File: config.mk
export PLATFORM = sky130hd
export DESIGN_NAME = keypad_code_lock
export DESIGN_NICKNAME = d
export VERILOG_FILES = /design/src/design/kcl_pkg.sv /design/src/design/keypad_code_lock.sv
export SDC_FILE = /design/constraint.sdc
export NUM_CORES = 1
export LEC_CHECK = 0
export BUFFER_PORTS_ARGS = -buffer_cell sky130_fd_sc_hd__buf_2
export CAP_MARGIN = 0
export CELL_PAD_IN_SITES_DETAIL_PLACEMENT = 1
export CELL_PAD_IN_SITES_GLOBAL_PLACEMENT = 2
export CORE_MARGIN = 5
export CORE_UTILIZATION = 30
export CTS_CLUSTER_SIZE = 16
export DETAILED_ROUTE_END_ITERATION = 12
export MAX_ROUTING_LAYER = met4
export PLACE_DENSITY = 0.76
export SLEW_MARGIN = 15
export SYNTH_ARGS = -nofsm -noshare
export SYNTH_HDL_FRONTEND = slang
export SYNTH_SLANG_ARGS = --single-unit
File: constraint.sdc
create_clock -name clk -period 7.1 [get_ports clk]
set_clock_uncertainty 0.05 [all_clocks]
set_input_delay 0.71 -clock clk [delete_from_list [all_inputs] [get_ports clk]]
set_output_delay 0.71 -clock clk [all_outputs]
set_load 0.01 [all_outputs]
File: src/design/kcl_pkg.sv
// Shared constants for the keypad code lock: key codes, display modes and status codes.
package kcl_pkg;

  localparam int CODE_DIGITS_DEF = 4;
  localparam logic [15:0] HOLD_TICKS_RST = 16'd3000;

  localparam logic [3:0] KEY_DIGIT_MAX = 4'd9;
  localparam logic [3:0] KEY_STAR      = 4'd10;
  localparam logic [3:0] KEY_HASH      = 4'd11;
  localparam logic [3:0] KEY_LONG_STAR = 4'd12;

  localparam logic KIND_TICK = 1'b1;

  localparam logic [1:0] DISP_DIGITS = 2'd0;
  localparam logic [1:0] DISP_PROMPT = 2'd1;
  localparam logic [1:0] DISP_OPEN   = 2'd2;
  localparam logic [1:0] DISP_ERR    = 2'd3;

  localparam logic [3:0] ST_NONE      = 4'd0;
  localparam logic [3:0] ST_DIGIT     = 4'd1;
  localparam logic [3:0] ST_FULL      = 4'd2;
  localparam logic [3:0] ST_NEED_ALL  = 4'd3;
  localparam logic [3:0] ST_SAVED     = 4'd4;
  localparam logic [3:0] ST_GRANTED   = 4'd5;
  localparam logic [3:0] ST_DENIED    = 4'd6;
  localparam logic [3:0] ST_RST_ENTER = 4'd7;
  localparam logic [3:0] ST_NO_CODE   = 4'd8;
  localparam logic [3:0] ST_CANCELLED = 4'd9;
  localparam logic [3:0] ST_CLEARED   = 4'd10;
  localparam logic [3:0] ST_ERASED    = 4'd11;
  localparam logic [3:0] ST_WRONG_RST = 4'd12;
  localparam logic [3:0] ST_EXPIRED   = 4'd13;
  localparam logic [3:0] ST_IGNORED   = 4'd14;

endpackage

File: src/design/keypad_code_lock.sv
// Keypad code lock: key events and timer ticks in, one lock status word out per input word.
// Each accepted input word's result is computed combinationally and captured in the output register.
// Throughput: one word per cycle while the output is not stalled; the state update is a single pass of
// decode logic and a compare of the entry with the stored code, so the output register alone sets the pace.
// Reset (synchronous, rst_n low): no code stored, empty entry, lamps off, hold time 3000 ticks.
module keypad_code_lock
  import kcl_pkg::*;
#(
  parameter int CODE_DIGITS = CODE_DIGITS_DEF
) (
  input  logic        clk,
  input  logic        rst_n,
  input  logic        cfg_wr_en,
  input  logic [15:0] cfg_wr_data,
  input  logic        in_valid,
  output logic        in_stall,
  input  logic        in_kind,
  input  logic [3:0]  in_key_code,
  output logic        out_valid,
  input  logic        out_stall,
  output logic [1:0]  out_display_mode,
  output logic [15:0] out_shown_digits,
  output logic [2:0]  out_digits_entered,
  output logic        out_green_led,
  output logic        out_red_led,
  output logic        out_code_is_set,
  output logic        out_in_reset_mode,
  output logic [3:0]  out_status
);

  localparam int ENT_W = 4 * CODE_DIGITS;
  localparam int CNT_W = $clog2(CODE_DIGITS + 1);
  localparam logic [CNT_W-1:0] CNT_FULL = CNT_W'(CODE_DIGITS);

  logic [15:0]      hold_ticks_r;
  logic [ENT_W-1:0] code_r, code_nxt;
  logic             code_vld_r, code_vld_nxt;
  logic [ENT_W-1:0] entry_r, entry_nxt;
  logic [CNT_W-1:0] cnt_r, cnt_nxt;
  logic             showing_r, showing_nxt;
  logic             erase_r, erase_nxt;
  logic [15:0]      elapsed_r, elapsed_nxt;
  logic [1:0]       disp_r, disp_nxt;
  logic             green_r, green_nxt;
  logic             red_r, red_nxt;

  logic             out_valid_r;
  logic [1:0]       o_disp_r;
  logic [15:0]      o_shown_r;
  logic [2:0]       o_cnt_r;
  logic             o_green_r, o_red_r, o_code_set_r, o_erase_r;
  logic [3:0]       o_status_r;

  logic             accept;
  logic             clr;
  logic             match;
  logic [15:0]      elapsed_inc;
  logic [3:0]       status;
  logic [ENT_W+15:0] shown_pad;

  assign in_stall = out_valid_r && out_stall;
  assign accept   = in_valid && !in_stall;

  assign match       = code_vld_r && (entry_r == code_r);
  assign elapsed_inc = (elapsed_r != 16'hFFFF) ? elapsed_r + 16'd1 : elapsed_r;

  always_comb begin
    code_nxt     = code_r;
    code_vld_nxt = code_vld_r;
    entry_nxt    = entry_r;
    cnt_nxt      = cnt_r;
    showing_nxt  = showing_r;
    erase_nxt    = erase_r;
    elapsed_nxt  = elapsed_r;
    disp_nxt     = disp_r;
    green_nxt    = green_r;
    red_nxt      = red_r;
    status       = ST_NONE;
    clr          = 1'b0;

    if (in_kind == KIND_TICK) begin
      if (showing_r) begin
        elapsed_nxt = elapsed_inc;
        if (elapsed_inc >= hold_ticks_r) begin
          clr      = 1'b1;
          disp_nxt = erase_r ? DISP_PROMPT : DISP_DIGITS;
          status   = ST_EXPIRED;
        end
      end
    end else if (in_key_code == KEY_LONG_STAR) begin
      if (!code_vld_r) begin
        status = ST_NO_CODE;
      end else begin
        clr       = 1'b1;
        erase_nxt = 1'b1;
        disp_nxt  = DISP_PROMPT;
        status    = ST_RST_ENTER;
      end
    end else if (in_key_code == KEY_STAR) begin
      clr       = 1'b1;
      disp_nxt  = DISP_DIGITS;
      erase_nxt = 1'b0;
      status    = erase_r ? ST_CANCELLED : ST_CLEARED;
    end else if (showing_r) begin
      status = ST_IGNORED;
    end else if (in_key_code <= KEY_DIGIT_MAX) begin
      if (cnt_r >= CNT_FULL) begin
        status = ST_FULL;
      end else begin
        // The first digit lands in the top nibble of the entry.
        for (int i = 0; i < CODE_DIGITS; i++) begin
          if (cnt_r == CNT_W'(i)) begin
            entry_nxt[4*(CODE_DIGITS-1-i) +: 4] = in_key_code;
          end
        end
        cnt_nxt  = cnt_r + CNT_W'(1);
        disp_nxt = DISP_DIGITS;
        status   = ST_DIGIT;
      end
    end else if (in_key_code == KEY_HASH) begin
      if (cnt_r != CNT_FULL) begin
        status = ST_NEED_ALL;
      end else if (erase_r) begin
        if (match) begin
          code_nxt     = '0;
          code_vld_nxt = 1'b0;
          erase_nxt    = 1'b0;
          clr          = 1'b1;
          disp_nxt     = DISP_DIGITS;
          status       = ST_ERASED;
        end else begin
          green_nxt   = 1'b0;
          red_nxt     = 1'b1;
          disp_nxt    = DISP_ERR;
          showing_nxt = 1'b1;
          elapsed_nxt = '0;
          status      = ST_WRONG_RST;
        end
      end else if (!code_vld_r) begin
        code_nxt     = entry_r;
        code_vld_nxt = 1'b1;
        clr          = 1'b1;
        disp_nxt     = DISP_DIGITS;
        status       = ST_SAVED;
      end else begin
        green_nxt   = match;
        red_nxt     = !match;
        disp_nxt    = match ? DISP_OPEN : DISP_ERR;
        showing_nxt = 1'b1;
        elapsed_nxt = '0;
        status      = match ? ST_GRANTED : ST_DENIED;
      end
    end else begin
      status = ST_IGNORED;
    end

    if (clr) begin
      cnt_nxt     = '0;
      entry_nxt   = '0;
      showing_nxt = 1'b0;
      elapsed_nxt = '0;
      green_nxt   = 1'b0;
      red_nxt     = 1'b0;
    end
  end

  // Only the first four digits are shown; shorter codes pad with zeros.
  assign shown_pad = {entry_nxt, 16'h0000};

  always_ff @(posedge clk) begin
    if (!rst_n) begin
      hold_ticks_r <= HOLD_TICKS_RST;
      code_r       <= '0;
      code_vld_r   <= 1'b0;
      entry_r      <= '0;
      cnt_r        <= '0;
      showing_r    <= 1'b0;
      erase_r      <= 1'b0;
      elapsed_r    <= '0;
      disp_r       <= DISP_DIGITS;
      green_r      <= 1'b0;
      red_r        <= 1'b0;
      out_valid_r  <= 1'b0;
    end else begin
      if (cfg_wr_en) begin
        hold_ticks_r <= cfg_wr_data;
      end
      if (accept) begin
        code_r      <= code_nxt;
        code_vld_r  <= code_vld_nxt;
        entry_r     <= entry_nxt;
        cnt_r       <= cnt_nxt;
        showing_r   <= showing_nxt;
        erase_r     <= erase_nxt;
        elapsed_r   <= elapsed_nxt;
        disp_r      <= disp_nxt;
        green_r     <= green_nxt;
        red_r       <= red_nxt;
        out_valid_r <= 1'b1;
      end else if (!out_stall) begin
        out_valid_r <= 1'b0;
      end
    end
  end

  always_ff @(posedge clk) begin
    if (accept) begin
      o_disp_r     <= disp_nxt;
      o_shown_r    <= shown_pad[ENT_W+15 -: 16];
      o_cnt_r      <= 3'(cnt_nxt);
      o_green_r    <= green_nxt;
      o_red_r      <= red_nxt;
      o_code_set_r <= code_vld_nxt;
      o_erase_r    <= erase_nxt;
      o_status_r   <= status;
    end
  end

  assign out_valid          = out_valid_r;
  assign out_display_mode   = o_disp_r;
  assign out_shown_digits   = o_shown_r;
  assign out_digits_entered = o_cnt_r;
  assign out_green_led      = o_green_r;
  assign out_red_led        = o_red_r;
  assign out_code_is_set    = o_code_set_r;
  assign out_in_reset_mode  = o_erase_r;
  assign out_status         = o_status_r;

endmodule

==> results of run 1 <==
-- through the flow --
| step | setup WS [ps] | util |
|---|---|---|
| floorplan | 3450 | - |
| global placement | 2450 | 0.326 |
| CTS | 2180 | 0.341 |
| finish | 2220 | 0.341 |
| global route | 1780 | 0.341 |
| detailed placement | 2170 | 0.326 |
-- synth_stat cells, drive strengths merged (3+ instances only) --
cell,number
a211oi,8
a21boi,3
a21o,10
a21oi,52
a22o,7
a22oi,18
a311oi,3
a31o,4
a31oi,6
and2,4
and3,13
buf,14
clkbuf,27
dfxtp,75
edfxtp,29
ha,22
inv,25
mux2,3
mux2i,10
nand2,82
nand3,18
nand4,8
nor2,68
nor2b,3
nor3,8
nor4,6
o211ai,11
o21a,6
o21ai,18
o31ai,19
or2,6
or3,5
xnor2,21
-- routing by layer --
metal,GRT usage,vias up
met3,0.0343,17
met2,0.266,71
met4,0.0374,0
met5,-,-
li1,-,2373
met1,0.198,2366
-- kinds of logic after synthesis --
kind of cell    after synthesis
compound gates              180
xor+xnor                     23
fa+ha+maj                    22
buf+inv                      68
flops                       104
mux                          13
simple gates                229
-- power breakdown --
group          internal, mW  switching, mW
combinational        0.0420         0.0842
sequential            0.629         0.0105
clock                 0.248          0.251
total                 0.919          0.345
-- sequential cells by signal (all words and copies together) (netlist names) --
name / cells
showing_r: 1
out_digits_entered: 3
red_r: 1
out_green_led: 1
erase_r: 1
entry_r: 16
out_status: 4
code_vld_r: 1
out_in_reset_mode: 1
hold_ticks_r: 16
green_r: 1
elapsed_r: 16
cnt_r: 3
code_r: 16
out_display_mode: 2
disp_r: 2
out_code_is_set: 1
out_shown_digits: 16
out_valid: 1
out_red_led: 1
-- layout make-up --
cell class | count | area share
Multi-Input combinational cell | 467 | 0.471
Inverter | 27 | 0.0159
Clock buffer | 10 | 0.0359
Timing Repair Buffer | 62 | 0.0510
Tap cell | 234 | 0.0459
Sequential cell | 104 | 0.372
Clock inverter | 6 | 0.00882
-- critical path, cell delays in order, from the launching register on --
cell and delay (ps):
dfxtp_1 470, nand4_1 240, nor4b_2 530, a31o_1 430
or3_1 180, nand2_1 70, ha_1 310, o21a_1 130
o211ai_1 80, a2111o_1 430, o21ai_2 350, a311o_1 880
buf_4 380, a21oi_1 80
-- final timing paths --
check                                 start                       endpoint  slack [ps]  depth (start not counted)
setup / recovery  elapsed_r[3]$_SDFFE_PN0P_  out_shown_digits[1]$_DFFE_PP_        2220                         13
hold / removal       disp_r[1]$_SDFFE_PN0P_         disp_r[1]$_SDFFE_PN0P_         450                          2
setup reg to reg  elapsed_r[3]$_SDFFE_PN0P_  out_shown_digits[1]$_DFFE_PP_        2220                         13
hold reg to reg      disp_r[1]$_SDFFE_PN0P_         disp_r[1]$_SDFFE_PN0P_         450                          2
==> impl_metrics.env, run 1 <==
export IMPL_status="finished clean"
export IMPL_drive_above_1_share=0.164
export IMPL_drv_cap=0
export IMPL_yosysTopAreaCellShare=0.263
export IMPL_yosysWarnings=0
export IMPL_clock_path_buffers=2
export IMPL_met1_length_um=7710
export IMPL_place_congestion=0.850
export IMPL_route_detailed_drc=0
export IMPL_cp_arrival_ps=4940
export IMPL_wl_met2_um=8040
export IMPL_seq_area_um2=2370
export IMPL_synth_top_family_by_area="compound AO/OA/AOI/OAI gates"
export IMPL_max_slew_margin=0.270
export IMPL_post_route_min_period_ps=4880
export IMPL_place_inst=894
export IMPL_ys_ff_latch=104
export IMPL_synthSimpleGateAreaFrac=0.195
export IMPL_ys_seq_area_frac=0.416
export IMPL_diodes=0
export IMPL_synthArstFlopShare=0
export IMPL_die_h_um=148
export IMPL_maxSlewViolCount=0
export IMPL_critPathMaxFanout=24
export IMPL_powerDensity_nw_per_um2=198
export IMPL_drt_wl_total_um=16500
export IMPL_design_core_area_um2=18700
export IMPL_grt_pass1_vias=5113
export IMPL_yosysUniqueCellTypes=76
export IMPL_most_common_layout_cells="81 x nand2_1, 75 x dfxtp_1, 68 x nor2_1"
export IMPL_crit_type="register to register"
export IMPL_wl_per_cell_um=18.1
export IMPL_vias=4827
export IMPL_synthFlopType="dfxtp_1"
export IMPL_routed_top_layer="met4"
export IMPL_synth_mux_area_frac=0.0235
export IMPL_vias_per_cell=5.30
export IMPL_fmax_mhz=205
export IMPL_synth_edf_count=29
export IMPL_vdd_ir_drop_max_v=0.0000966
export IMPL_finalHoldViolCount=0
export IMPL_clock_latency_ps=360
export IMPL_dieArea_um2=21900
export IMPL_fin_setup_tns_ps=0
export IMPL_drt_first_pass_iters=4
export IMPL_period_share=0.688
export IMPL_die_w_um=148
export IMPL_placed_area_um2=6100
export IMPL_start_util=0.305
export IMPL_drt_iter0_drc=218
export IMPL_multiInputGateArea_um2=3010
export IMPL_clkTransAtPathRegs_ps=80
export IMPL_syn_area_per_cell_um2=8.92
export IMPL_netlist_area_um2=5700
export IMPL_yosys_area_top_type="dfxtp_1"
export IMPL_ant_nets=0
export IMPL_layout_commonest_cell="nand2_1"
export IMPL_cts_repair_resized=0
export IMPL_grt_max_degree=49
export IMPL_ctsHoldBuffers=0
export IMPL_wl_met3_um=533
export IMPL_cts_tree="yes"
export IMPL_cts_made_buffers=9
export IMPL_htree_levels=3
export IMPL_finalNetCount=719
export IMPL_cp_end_kind="register"
export IMPL_track_usage=0.159
export IMPL_synth_adder_area_share=0.0483
export IMPL_final_cells=910
export IMPL_io_buffers=56
export IMPL_core_rowCount=50
export IMPL_nFillCells=2179
export IMPL_critPathLaunchType="register"
export IMPL_cp_required_ps=7160
export IMPL_hpwl_um=11800
export IMPL_finalInstanceArea_um2=6380
export IMPL_tightestPinTransition_ps=1080
export IMPL_synth_cells=639
export IMPL_synth_fp_nets=687
export IMPL_area_delta_synth_final_pct=12.0
export IMPL_grt_overflow_total=0
export IMPL_hold_slack_ps=453
export IMPL_clock_sinks=104
export IMPL_synth_area_leaders="dfxtp_1 26%, edfxtp_1 15%, nand2_1 5.3%"
export IMPL_synth_xor_xnor_area_share=0.0353
export IMPL_num_io_pins=57
export IMPL_cts_root_buf="clkbuf_16"
export IMPL_setup_viol=0
export IMPL_postCtsSetupRepairBufs=0
export IMPL_rsz0062_at_grt="false"
export IMPL_hold_path_class="register to register"
export IMPL_leakagePower_nw=2.53
export IMPL_grt_first_pass_wirelength_um=27200
export IMPL_grt_antenna_before_repair=0
export IMPL_synth_compound_area_share=0.226
export IMPL_p_total_mw=1.26
Note: power is estimated with default switching activity, not from simulation.
==> run 2: changes to the inputs <==
==> constraint.sdc (replaced) <==
create_clock -name clk -period 4.9 [get_ports clk]
set_clock_uncertainty 0.05 [all_clocks]
set_input_delay 0.49 -clock clk [delete_from_list [all_inputs] [get_ports clk]]
set_output_delay 0.49 -clock clk [all_outputs]
set_load 0.01 [all_outputs]
==> impl_metrics.env, run 2 (synthesis results as in run 1) <==
export IMPL_grt_max_degree=42
export IMPL_cts_tree="yes"
export IMPL_most_common_layout_cells="81 x nand2_1, 75 x dfxtp_1, 68 x nor2_1"
export IMPL_rr_startpoint="elapsed_r[3]$_SDFFE_PN0P_"
export IMPL_critPathLaunchType="register"
export IMPL_period_share=0.896
export IMPL_fmax_mhz=228
export IMPL_cts_repair_resized=0
export IMPL_postCtsSetupRepairBufs=0
export IMPL_leakagePower_nw=2.54
export IMPL_layout_commonest_cell="nand2_1"
export IMPL_grt_first_pass_wirelength_um=26900
export IMPL_min_from="cfg_wr_data[8]"
export IMPL_die_h_um=148
export IMPL_grt_antenna_before_repair=0
export IMPL_wl_per_cell_um=18.0
export IMPL_route_detailed_drc=0
export IMPL_vdd_ir_drop_max_v=0.000158
export IMPL_place_inst=897
export IMPL_cp_arrival_ps=4620
export IMPL_vias_per_cell=5.33
export IMPL_cp_top_family="compound AO/OA/AOI/OAI gates"
export IMPL_power_switching_mw=0.506
export IMPL_critPathMaxFanout=41
export IMPL_hold_path_class="input pin to register"
export IMPL_cts_made_buffers=9
export IMPL_p_seq_frac=0.504
export IMPL_drt_wl_total_um=16400
export IMPL_tightestPinTransition_ps=859
export IMPL_intPower_mw=1.33
export IMPL_min_path_cells=3
export IMPL_track_usage=0.157
export IMPL_clock_sinks=104
export IMPL_vias=4862
export IMPL_crit_chain="nand4_1 -> nor4b_2 -> a31o_1 -> nor2_1 -> xor2_1 -> ha_1 -> a211oi_1 -> o21ai_1 -> a221oi_2 -> o21ai_2 -> buf_4 -> a311o_1 -> buf_12 -> or2_1 -> a311oi_1"
export IMPL_dieArea_um2=21900
export IMPL_area_delta_synth_final_pct=12.7
export IMPL_sw_frac_of_total=0.275
export IMPL_crit_type="register to register"
export IMPL_io_buffers=56
export IMPL_r2r_end="cnt_r[0]$_SDFFE_PN0P_"
export IMPL_ant_nets=0
export IMPL_finalHoldViolCount=0
export IMPL_min_to="hold_ticks_r[8]$_SDFFE_PN1P_"
export IMPL_fin_setup_tns_ps=0
export IMPL_r2r_slack_ps=510
export IMPL_start_util=0.305
export IMPL_maxSlewViolCount=0
export IMPL_setup_viol=0
export IMPL_post_route_min_period_ps=4390
export IMPL_cpPeakStageDelay_ps=500
export IMPL_crit_buf_inv=2
export IMPL_place_congestion=0.867
export IMPL_cts_root_buf="clkbuf_16"
export IMPL_grt_overflow_total=0
export IMPL_cp_end_kind="register"
export IMPL_design_core_area_um2=18700
export IMPL_powerDensity_nw_per_um2=286
export IMPL_clkTransAtPathRegs_ps=80
export IMPL_finalNetCount=722
export IMPL_num_io_pins=57
export IMPL_drive_above_1_share=0.168
export IMPL_p_total_mw=1.84
export IMPL_drv_cap=0
export IMPL_clkPwrFrac=0.396
export IMPL_clock_path_buffers=2
export IMPL_setup_ws_ps=511
export IMPL_pre_cts_slack_ps=517
export IMPL_cp_slowest_cell="nor4b_2"
export IMPL_grt_pass1_vias=5087
export IMPL_final_cells=913
export IMPL_ctsHoldBuffers=0
export IMPL_drt_first_pass_iters=4
export IMPL_drt_iter0_drc=312
export IMPL_max_slew_margin=0.427
export IMPL_cp_depth=15
export IMPL_power_frac_comb=0.101
export IMPL_r2r_worst_path_cells=15
export IMPL_htree_levels=3
export IMPL_rsz0062_at_grt="false"
export IMPL_fin_util=0.343
export IMPL_clock_latency_ps=360
export IMPL_hpwl_um=11900
export IMPL_cp_required_ps=5130
export IMPL_diodes=0
export IMPL_die_w_um=148
export IMPL_status="finished clean"
export IMPL_core_rowCount=50
-- run 2: cell types whose count changed in the layout (fill, tap and decap cells not counted), sizes merged --
cell	previous run	this run
buf	62	65
clkinvlp	0	1
inv	31	30
-- run 2: layout make-up --
cell class | count | area [um^2]
tap | 234 | 293
fill | 2196 | 12300
clock buffer | 10 | 229
sequential | 104 | 2370
clock inverter | 6 | 58.8
multi-input combinational | 467 | 3010
timing repair buffer | 65 | 360
inverter | 27 | 101
-- run 2: worst max-delay path by stage --
stage / startpoint / endpoint
6_report: elapsed_r[3]$_SDFFE_PN0P_ / cnt_r[0]$_SDFFE_PN0P_
5_1_grt: elapsed_r[3]$_SDFFE_PN0P_ / cnt_r[0]$_SDFFE_PN0P_
4_1_cts: elapsed_r[3]$_SDFFE_PN0P_ / cnt_r[0]$_SDFFE_PN0P_
3_5_place_dp: elapsed_r[3]$_SDFFE_PN0P_ / cnt_r[0]$_SDFFE_PN0P_
3_3_place_gp: elapsed_r[3]$_SDFFE_PN0P_ / cnt_r[0]$_SDFFE_PN0P_
2_1_floorplan: elapsed_r[3]$_SDFFE_PN0P_ / elapsed_r[4]$_SDFFE_PN0P_
-- run 2: worst min-delay path, delay by kind of cell --
| family | cells | cell delay [ps] |
|---|---|---|
| AO/OA/AOI/OAI | 1 | 70 |
| buffers and inverters | 1 | 80 |
| AND/OR/NAND/NOR | 1 | 50 |
-- run 2: power groups by stage --
stage,clock [mW],sequential (mW),combinational (mW)
after global placement,0,0.946,0.183
after global routing,0.793,0.929,0.206
after detailed placement,0,0.946,0.187
after CTS,0.755,0.926,0.188
final,0.727,0.926,0.185
after floorplan,0,0.950,0.112
-- run 2: layer usage --
metal / global-route usage / share of wire / up-vias
met3: 0.0319 / 0.042 / 21
li1: - / - / 2379
met5: - / 0 / -
met1: 0.200 / 0.47 / 2366
met4: 0.0462 / 0.018 / 0
met2: 0.253 / 0.47 / 96
-- run 2: stage by stage --
step	instance area, um^2	hold slack [ps]
final	6420	303
after global routing	6420	313
after CTS	6420	292
after detailed placement	6130	432
after global placement	6130	425
after floorplan	5700	401
==> run 3: changes to the inputs <==
--- a/config.mk
+++ b/config.mk
@@ -9,7 +9,6 @@
 export CAP_MARGIN = 0
 export CELL_PAD_IN_SITES_DETAIL_PLACEMENT = 1
 export CELL_PAD_IN_SITES_GLOBAL_PLACEMENT = 2
-export CORE_MARGIN = 5
 export CORE_UTILIZATION = 30
 export CTS_CLUSTER_SIZE = 16
 export DETAILED_ROUTE_END_ITERATION = 12
==> impl_metrics.env, run 3 (synthesis results as in run 1) <==
export IMPL_cts_made_buffers=9
export IMPL_design_core_area_um2=18600
export IMPL_place_congestion=0.883
export IMPL_rr_startpoint="elapsed_r[3]$_SDFFE_PN0P_"
export IMPL_critPathLaunchType="register"
export IMPL_die_h_um=140
export IMPL_grt_overflow_total=0
export IMPL_crit_type="register to register"
export IMPL_grt_first_pass_wirelength_um=27000
export IMPL_setup_viol=0
export IMPL_cp_end_kind="register"
export IMPL_max_slew_margin=0.440
export IMPL_core_rowCount=50
export IMPL_post_route_min_period_ps=4410
export IMPL_finalHoldViolCount=0
export IMPL_crit_chain="nand4_1 -> nor4b_2 -> a31o_1 -> nor2_1 -> xor2_1 -> ha_1 -> a211oi_1 -> o21ai_1 -> a221oi_2 -> o21ai_2 -> buf_4 -> a311o_1 -> buf_4 -> buf_4 -> nor2_1 -> a31o_1"
export IMPL_p_seq_frac=0.479
export IMPL_start_util=0.306
export IMPL_hold_path_class="input pin to register"
export IMPL_cts_root_buf="clkbuf_16"
export IMPL_status="finished clean"
export IMPL_grt_pass1_vias=5134
export IMPL_grt_max_degree=41
export IMPL_power_switching_mw=0.491
export IMPL_rsz0062_at_grt="false"
export IMPL_htree_levels=3
export IMPL_cp_top_family="compound AO/OA/AOI/OAI gates"
export IMPL_r2r_end="green_r$_SDFFE_PN0P_"
export IMPL_power_frac_comb=0.096
export IMPL_grt_antenna_before_repair=0
export IMPL_drv_cap=0
export IMPL_wl_per_cell_um=18.2
export IMPL_hpwl_um=11900
export IMPL_clkPwrFrac=0.425
export IMPL_crit_buf_inv=3
export IMPL_maxSlewViolCount=0
export IMPL_diodes=0
export IMPL_clkTransAtPathRegs_ps=70
export IMPL_io_buffers=56
export IMPL_ctsHoldBuffers=0
export IMPL_vias=4923
export IMPL_postCtsSetupRepairBufs=0
export IMPL_vias_per_cell=5.39
export IMPL_crit_path_frequent_cell="buf_4"
export IMPL_drt_wl_total_um=16600
export IMPL_clock_sinks=104
export IMPL_ant_nets=0
export IMPL_fmax_mhz=227
export IMPL_route_detailed_drc=0
export IMPL_area_delta_synth_final_pct=13.4
export IMPL_cp_slowest_cell="nor4b_2"
export IMPL_cts_tree="yes"
export IMPL_vdd_ir_drop_max_v=0.000153
export IMPL_p_total_mw=1.93
export IMPL_min_path_cells=3
export IMPL_nFillCells=2189
export IMPL_track_usage=0.181
export IMPL_cts_repair_resized=0
export IMPL_layout_commonest_cell="nand2_1"
export IMPL_intPower_mw=1.44
export IMPL_num_io_pins=57
export IMPL_die_w_um=140
export IMPL_fin_setup_tns_ps=0
export IMPL_critPathMaxFanout=25
export IMPL_drt_first_pass_iters=6
export IMPL_seq_area_um2=2370
export IMPL_powerDensity_nw_per_um2=299
export IMPL_sw_frac_of_total=0.254
export IMPL_cp_arrival_ps=4650
export IMPL_multiInputGateArea_um2=3010
export IMPL_r2r_worst_path_cells=16
export IMPL_clock_latency_ps=360
export IMPL_r2r_slack_ps=490
export IMPL_drt_iter0_drc=239
export IMPL_most_common_layout_cells="81 x nand2_1, 75 x dfxtp_1, 68 x nor2_1"
export IMPL_cp_startpoint="elapsed_r[3]$_SDFFE_PN0P_"
export IMPL_tightestPinTransition_ps=840
export IMPL_clock_path_buffers=2
export IMPL_period_share=0.899
export IMPL_cp_required_ps=5150
export IMPL_leakagePower_nw=2.57
export IMPL_dieArea_um2=19600
export IMPL_cpPeakStageDelay_ps=510
export IMPL_min_from="cfg_wr_data[11]"
export IMPL_min_to="hold_ticks_r[11]$_SDFFE_PN1P_"
export IMPL_drive_above_1_share=0.171
export IMPL_finalNetCount=723
[run 3: cell count changes in the layout (fill, tap and decap cells not counted)]
cell       delta
buf_12        -1
clkbuf_8      +1
inv_8         -2
bufinv_16     +2
clkbuf_1      -1
clkinv_4      -1
inv_6         +1
buf_4         +2
[run 3: layout make-up]
class                      instances  area share
multi-input combinational        467       0.465
sequential                       104       0.367
timing repair buffer              66      0.0550
tap                              234      0.0453
clock buffer                      10      0.0370
inverter                          27      0.0157
clock inverter                     6      0.0149
[run 3: stage by stage]
stage                     hold WS, ps  worst slack [ps]  instance area [um^2]  std cells   util
final                             303               495                  6460        914  0.347
after global routing              311               178                  6460        914  0.347
after CTS                         292               549                  6460        914  0.347
after detailed placement          438               566                  6130        898  0.329
after global placement            427               715                  6130        898  0.329
after floorplan                   401              1250                  5700        639      -
[run 3: tightest hold or removal path: stages]
cell	delay, ps
buf_2	80
nand2_1	40
o211ai_1	60
[run 3: power groups by stage]
stage               Sequential (mW)  Combinational (mW)  Clock (mW)
global route                  0.930               0.204       0.876
CTS                           0.926               0.187       0.847
global placement              0.946               0.182           0
detailed placement            0.946               0.186           0
floorplan                     0.950               0.112           0
finish                        0.926               0.185       0.823
[run 3: metal layers]
metal	up-vias	routed length (um)	global-route usage
li1	2385	-	-
met1	2427	7900	0.226
met2	99	7930	0.302
met3	12	588	0.0327
met4	0	174	0.0463
met5	-	0	-
[run 3: how the worst max path moves through the flow]
stage,endpoint,slack (ps),depth (start not counted)
after floorplan,elapsed_r[4]$_SDFFE_PN0P_,1250,16
after global placement,green_r$_SDFFE_PN0P_,710,16
after detailed placement,green_r$_SDFFE_PN0P_,570,16
after CTS,green_r$_SDFFE_PN0P_,550,16
after global routing,entry_r[10]$_SDFFE_PN0P_,180,15
final,green_r$_SDFFE_PN0P_,490,16
